## src/assert_macros.svh

```systemverilog
// ----------------------------------------------------------------------------
// assert_macros.svh
// Concurrent assertion shorthands shared by the RTL.
// ----------------------------------------------------------------------------
`ifndef ASSERT_MACROS_SVH
`define ASSERT_MACROS_SVH

`ifndef ASSERT_OFF

// Same-cycle implication, ignored while reset is high.
`define ASSERT_HOLDS(lbl, clk, rst, ante, cons) \
  lbl: assert property (@(posedge clk) disable iff (rst) (ante) |-> (cons)) \
    else $error("assertion failed: same-cycle implication");

// Next-cycle implication, ignored while reset is high.
`define ASSERT_NEXT(lbl, clk, rst, ante, cons) \
  lbl: assert property (@(posedge clk) disable iff (rst) (ante) |=> (cons)) \
    else $error("assertion failed: next-cycle implication");

`else

`define ASSERT_HOLDS(lbl, clk, rst, ante, cons)
`define ASSERT_NEXT(lbl, clk, rst, ante, cons)

`endif

`endif

```

## src/p2rgb_pkg.sv

```systemverilog
// ----------------------------------------------------------------------------
// p2rgb_pkg
// Types, constants and helpers for the pixel to RGB888 converter.
// ----------------------------------------------------------------------------
`timescale 1ns / 1ps
`default_nettype none

package p2rgb_pkg;

  typedef enum logic {
    MODE_RGB565 = 1'b0,
    MODE_YCBCR  = 1'b1
  } mode_t;

  typedef struct packed {
    mode_t       mode;
    logic [15:0] packed_565;
    logic [7:0]  luma;
    logic [7:0]  chroma_red;
    logic [7:0]  chroma_blue;
    logic        row_end;
  } pixel_in_t;

  typedef struct packed {
    logic [7:0] red;
    logic [7:0] green;
    logic [7:0] blue;
    logic       row_end_out;
  } pixel_out_t;

  // RGB565 expansion: floor(v*255/max) as (v * (255*K)) >> S, with K a
  // rounded-up reciprocal of max that stays exact over the whole input range.
  localparam int EXP5_SHIFT = 18;
  localparam int EXP5_PROD_W = 27;
  localparam logic [EXP5_PROD_W-1:0] EXP5_MUL = 27'd2156535; // 255 * 8457
  localparam int EXP6_SHIFT = 20;
  localparam int EXP6_PROD_W = 29;
  localparam logic [EXP6_PROD_W-1:0] EXP6_MUL = 29'd4244475; // 255 * 16645

  // YCbCr path: 16 fractional bits, signed accumulator wide enough for
  // 255*2^16 plus the largest chroma term.
  localparam int FRAC_W = 16;
  localparam int ACC_W  = 27;
  localparam logic signed [ACC_W-1:0] COEF_R_CR = 27'sd91881;
  localparam logic signed [ACC_W-1:0] COEF_G_CB = 27'sd22554;
  localparam logic signed [ACC_W-1:0] COEF_G_CR = 27'sd46802;
  localparam logic signed [ACC_W-1:0] COEF_B_CB = 27'sd116130;

  // Floor the fixed-point value and clamp to 0..255.
  function automatic logic [7:0] sat_floor(input logic signed [ACC_W-1:0] acc);
    logic [7:0] res;
    if (acc[ACC_W-1]) begin
      res = 8'd0;
    end else if (|acc[ACC_W-2:FRAC_W+8]) begin
      res = 8'hff;
    end else begin
      res = acc[FRAC_W +: 8];
    end
    return res;
  endfunction

endpackage

`default_nettype wire

```

## src/p2rgb_convert.sv

```systemverilog
// ----------------------------------------------------------------------------
// p2rgb_convert
// Combinational color conversion of one held pixel to RGB888.
// ----------------------------------------------------------------------------
`timescale 1ns / 1ps
`default_nettype none

module p2rgb_convert (
  input  var p2rgb_pkg::pixel_in_t  pix,
  output var p2rgb_pkg::pixel_out_t rgb
);
  import p2rgb_pkg::*;

  logic [EXP5_PROD_W-1:0] r565_prod;
  logic [EXP6_PROD_W-1:0] g565_prod;
  logic [EXP5_PROD_W-1:0] b565_prod;

  logic signed [7:0]       cr_off;
  logic signed [7:0]       cb_off;
  logic signed [ACC_W-1:0] base;
  logic signed [ACC_W-1:0] acc_r;
  logic signed [ACC_W-1:0] acc_g;
  logic signed [ACC_W-1:0] acc_b;

  // RGB565 expansion by reciprocal multiply
  assign r565_prod = EXP5_PROD_W'(pix.packed_565[15:11]) * EXP5_MUL;
  assign g565_prod = EXP6_PROD_W'(pix.packed_565[10:5]) * EXP6_MUL;
  assign b565_prod = EXP5_PROD_W'(pix.packed_565[4:0]) * EXP5_MUL;

  // Remove the 128 chroma offset: flipping the top bit gives the signed value
  assign cr_off = $signed({~pix.chroma_red[7], pix.chroma_red[6:0]});
  assign cb_off = $signed({~pix.chroma_blue[7], pix.chroma_blue[6:0]});
  assign base   = $signed({3'b000, pix.luma, 16'h0000});

  assign acc_r = base + ACC_W'(cr_off) * COEF_R_CR;
  assign acc_g = base - ACC_W'(cb_off) * COEF_G_CB - ACC_W'(cr_off) * COEF_G_CR;
  assign acc_b = base + ACC_W'(cb_off) * COEF_B_CB;

  always_comb begin
    case (pix.mode)
      MODE_RGB565: begin
        rgb.red   = r565_prod[EXP5_SHIFT +: 8];
        rgb.green = g565_prod[EXP6_SHIFT +: 8];
        rgb.blue  = b565_prod[EXP5_SHIFT +: 8];
      end
      MODE_YCBCR: begin
        rgb.red   = sat_floor(acc_r);
        rgb.green = sat_floor(acc_g);
        rgb.blue  = sat_floor(acc_b);
      end
      default: begin
        rgb.red   = 8'd0;
        rgb.green = 8'd0;
        rgb.blue  = 8'd0;
      end
    endcase
    rgb.row_end_out = pix.row_end;
  end

endmodule

`default_nettype wire

```

## src/pixel_to_rgb888_converter_unit.sv

```systemverilog
// ----------------------------------------------------------------------------
// pixel_to_rgb888_converter_unit
// Converts RGB565 or full-range BT.601 YCbCr pixels to saturated RGB888.
// ----------------------------------------------------------------------------
// One pixel per clock while the rgb side is not stalled. A transaction on
// the pix channel is captured in an input register, converted by constant
// multiplies and adds, and lands in the output register that drives the
// rgb channel, so both registers can hold pixels at once. Mode 0
// expands an RGB565 word with value*255/max truncation per channel; mode 1
// converts Y, Cr, Cb with 16-bit fractional coefficients, floors, and
// clamps each channel to 0..255. row_end rides along unchanged. pix_stall
// rises only when both registers are full and the rgb side is stalled.
// ----------------------------------------------------------------------------
`timescale 1ns / 1ps
`default_nettype none

module pixel_to_rgb888_converter_unit (
  input  var logic                  clk,
  input  var logic                  rst,
  input  var logic                  pix_valid,
  output var logic                  pix_stall,
  input  var p2rgb_pkg::pixel_in_t  pix,
  output var logic                  rgb_valid,
  input  var logic                  rgb_stall,
  output var p2rgb_pkg::pixel_out_t rgb
);
  import p2rgb_pkg::*;

  `include "assert_macros.svh"

  // Input register
  logic       held_valid;
  pixel_in_t  held;

  // Conversion result ahead of the output register
  pixel_out_t conv;

  logic advance;
  logic pix_take;

  // Output register moves when empty or when the consumer takes it
  assign advance   = !rgb_valid || !rgb_stall;
  // Hold the input side only when the held pixel cannot move on
  assign pix_stall = held_valid && !advance;
  assign pix_take  = pix_valid && !pix_stall;

  p2rgb_convert u_convert (
    .pix (held),
    .rgb (conv)
  );

  always_ff @(posedge clk) begin
    if (rst) begin
      held_valid <= 1'b0;
      rgb_valid  <= 1'b0;
    end else begin
      if (!pix_stall) begin
        held_valid <= pix_valid;
      end
      if (advance) begin
        rgb_valid <= held_valid;
      end
    end
  end

  // Payload registers: no reset needed
  always_ff @(posedge clk) begin
    if (pix_take) begin
      held <= pix;
    end
    if (advance && held_valid) begin
      rgb <= conv;
    end
  end

  // Accepted transaction occupies the input register next cycle
  `ASSERT_NEXT(a_take_fills, clk, rst, pix_take, held_valid)
  // Both stages full and stalled downstream: back-pressure the input
  `ASSERT_HOLDS(a_full_stalls, clk, rst, rgb_valid && rgb_stall && held_valid, pix_stall)
  // A held pixel that advances shows up as a result with its row flag
  `ASSERT_NEXT(a_row_end_kept, clk, rst, advance && held_valid, rgb_valid && (rgb.row_end_out == $past(held.row_end)))
  // Full-scale RGB565 red expands to full-scale 8-bit red
  `ASSERT_NEXT(a_red_full, clk, rst, advance && held_valid && (held.mode == MODE_RGB565) && (held.packed_565[15:11] == 5'h1f), rgb.red == 8'hff)

endmodule

`default_nettype wire
```

## config.mk

```make
export PLATFORM = sky130hd
export DESIGN_NAME = pixel_to_rgb888_converter_unit
export DESIGN_NICKNAME = d
export VERILOG_FILES = /design/src/p2rgb_pkg.sv /design/src/p2rgb_convert.sv /design/src/pixel_to_rgb888_converter_unit.sv
export VERILOG_INCLUDE_DIRS = /design/src /design/src/src
export SDC_FILE = /design/constraint.sdc
export NUM_CORES = 1
export LEC_CHECK = 0
export BUFFER_PORTS_ARGS = -buffer_cell sky130_fd_sc_hd__buf_2
export CAP_MARGIN = 10
export CORE_MARGIN = 2
export CORE_UTILIZATION = 45
export DETAILED_ROUTE_END_ITERATION = 8
export SYNTH_ARGS = -nofsm -noshare
export SYNTH_HDL_FRONTEND = slang
export SYNTH_HIERARCHICAL = 1
export SYNTH_SLANG_ARGS = --single-unit
```

## constraint.sdc

```tcl
create_clock -name clk -period 7 [get_ports clk]
set_clock_uncertainty 0.15 [all_clocks]
set_input_delay 0.7 -clock clk [delete_from_list [all_inputs] [get_ports clk]]
set_output_delay 0.7 -clock clk [all_outputs]
set_load 0.05 [all_outputs]
```

==> reports/qor.yml <==
power.density_nw_per_um2: 380
clock_latency_ns: 0.38
synthArstFlopShare_pct: 0
synth_area_leaders: "ha_1, fa_1, edfxtp_1, inv_1, xnor2_1"
reg2reg_slack_ns: 0.24
ant_nets: 0
start_util_pct: 45.7
fin_crit_ns: 6.76
arrival_ns: 6.80
min_path_type: "flop to flop"
die_x_um: 186
critPathMaxFanout: 8
netlist_instances: 1503
critPathKind: "flop to flop"
layout.nets: 2188
post-route-cell-area_um2: 16500
antenna_found_initial: 0
dpl.hpwl_mm: 27.9
yosysTopAreaCellShare_pct: 29.8
max_freq_mhz: 148
die_area_um2: 34500
period_share_pct: 96.5
clock-sinks: 69
grt_start_max_net_pins: 43
n_fill_cell: 3091
finalWirelength_mm: 32.6
via_count: 10600
end_kind: "flop"
hold_violations: 0
synth_top_flop_cell: "edfxtp_1"
clock_path_buffers: 2
ctsHoldBuffers: 0
htreeDepth: 3
place_congestion: 0.860
core-area_um2: 32500
via_per_inst: 5.12
drtIter0Drc: 464
status: "finished, final reports clean"
seq_area_frac_synth_pct: 13.8
area_growth_pct: 11.1
drive_above_1_share_pct: 11.7
ir_worst_vdd_mv: 0.438
io_pins: 73
critPathRequiredTime_ns: 7.04
clk_pin_slew_ns: 0.06
drc: 0
synth-seq-cells: 69
setup_violations: 0
avgSynthCellArea_um2: 9.88
ys.warnings.count: 6
rows: 66
diodes: 0
maxSlewHeadroom_pct: 37.7
dr.pass1.iters: 5
startpoint_type: "flop"
placed_area_um2: 16000
maxCapViolCount: 0
tightest_slew_ns: 0.935
ys_types: 78
fin_util_pct: 50.7
overflow: 0
synth_top_area_cell: "ha_1"
track_usage_pct: 20.2
die_h_um: 186
finalMaxSlewViolations: 0
avgRoutedWirePerCell_um: 15.7
portBuffers: 72
cts_made_buffers: 9
synth_nets: 2068
grt_first_pass_wirelength_mm: 54.4
cts-root-buf: "clkbuf_16"
synth_edf_count: 67
power.leakage_nw: 8.69
grt_pass1_vias: 11100
cts_tree: "built"
synth_area_um2: 14900
-- cell usage in the layout, fill, tap and decap left out, types with 4 or more instances in the layout --
cell type  synthesis  final
nand2_1           36     36
nor2_1            50     49
o22ai_1            9      6
clkbuf_16          0      9
buf_2              0     72
o21a_1            17     17
buf_4              1     49
nor3_1            17     16
o21ai_1            2      7
nand4_1            9      9
a21oi_2            2      6
o211ai_1           9      9
inv_1            357    355
o221ai_1           8      8
xor2_1            30     30
fa_1             165    164
a21oi_1           67     63
or3_1              7      7
o21ai_0           33     27
ha_1             354    351
a2bb2oi_1          5      5
a211oi_1          10      9
and3_1            12     11
mux2i_1            5      4
nand3_1           15     15
xnor2_1           53     53
edfxtp_1          67     67
a21o_1            33     33
o31ai_1            5      4
o21bai_1          10     10
nor2b_1           10     10
nand2b_1           7      7
a211o_1            7      7
nor4_1             7      7
or2_2              9      9
-- cells in the mapped netlist, types with 6 or more instances --
cell type and n:
o211ai_1 9, o221ai_1 8, nand2b_1 7, edfxtp_1 67, fa_1 165, nand4_1 9, a21oi_1 67, inv_1 357
clkbuf_1 8, nand2_1 36, o21bai_1 10, xnor2_1 53, o21ai_0 33, nand3_1 15, a211o_1 7, nor3_1 17
ha_1 354, nor4_1 7, or2_2 9, nor2b_1 10, a21o_1 33, a211oi_1 10, o22ai_1 9, a21boi_0 6
xor2_1 30, and3_1 12, nor2_1 50, o21a_1 17, or3_1 7
-- metrics by stage --
stage	std cells	power [mW]	hold slack [ns]	TNS, ns	worst slack, ns
4_1_cts	2059	6.08	0.312	0	0.0213
3_3_place_gp	2043	5.51	0.278	0	0.111
2_1_floorplan	1503	4.42	0.311	0	0.0497
6_report	2070	6.27	0.300	0	0.243
5_1_grt	2070	6.93	0.312	-0.706	-0.111
3_5_place_dp	2043	5.55	0.297	-0.0155	-0.0155
-- sequential cells by signal, indices dropped and copies added (netlist names) --
name and cells:
rgb_valid 1, rgb 25, held_valid 1, held 42
-- cell families (layout without fill, tap and decap cells) --
| group | count (synthesis) | in the layout | share of synthesized area, % |
|---|---|---|---|
| buffers and inverters | 369 | 494 | 9.45 |
| and+or+nand+nor | 192 | 192 | 6.52 |
| xor gates and xnor gates | 83 | 83 | 4.89 |
| adders and majority gates | 519 | 519 | 52.0 |
| muxes | 6 | 6 | 0.413 |
| DFF | 69 | 69 | 13.8 |
| AOI/OAI and AO/OA | 265 | 265 | 12.9 |
-- where the power goes --
part	switching (mW)	internal (mW)	leakage, nW	total, mW
clock network	0.211	0.244	0.130	0.455
logic	2.99	2.25	7.90	5.24
registers	0.0443	0.533	0.662	0.577
total	3.24	3.03	8.69	6.27
-- path summary, 6_finish.rpt --
path	startpoint	to	depth (start not counted)
min reg2reg	held[0]$_DFFE_PP_	rgb[0]$_DFFE_PP_	0
min	held[0]$_DFFE_PP_	rgb[0]$_DFFE_PP_	0
max reg2reg	held[15]$_DFFE_PP_	rgb[9]$_DFFE_PP_	27
max	held[15]$_DFFE_PP_	rgb[9]$_DFFE_PP_	27
-- metal layers --
| metal | vias to the layer above | share of wire (%) | track usage, % |
|---|---|---|---|
| met5 | - | 0 | 0 |
| met4 | 0 | 1.6 | 4.41 |
| met3 | 26 | 2.4 | 2.54 |
| met2 | 136 | 48 | 34.8 |
| met1 | 5119 | 48 | 27.2 |
| li1 | 5311 | - | - |
-- area by class of cell --
cell class / count / area, um^2 / area share, %
flip-flops and latches: 69 / 2050 / 12.4
well taps: 442 / 553 / 3.35
repair buffers: 121 / 728 / 4.41
clock buffers: 9 / 225 / 1.36
clock inverters: 7 / 60.1 / 0.364
inverters: 357 / 1340 / 8.12
multi-input cells: 1065 / 11500 / 70.0
-- critical path, cell delays in order (launching register included) --
cell	delay, ns
edfxtp_1	0.42
ha_1	0.33
inv_1	0.14
fa_1	0.45
fa_1	0.51
fa_1	0.54
inv_1	0.04
ha_1	0.29
inv_1	0.08
a21oi_1	0.05
o21ai_1	0.18
a21boi_1	0.11
o21ai_2	0.20
a21oi_2	0.09
o32ai_2	0.27
or4b_4	0.50
o211ai_1	0.14
fa_1	0.43
inv_1	0.07
ha_1	0.17
nand4_1	0.12
inv_1	0.09
o2111ai_2	0.12
and3_4	0.23
nor3_4	0.19
a21oi_1	0.10
a311o_2	0.40
o22ai_1	0.19
-- timing repair --
action                     in CTS  in global routing
setup endpoints to repair       7                 16
pin swaps                       0                 14
resized for setup               1                 31
setup buffers                   0                 11
Note: power is estimated with default switching activity, not from simulation.
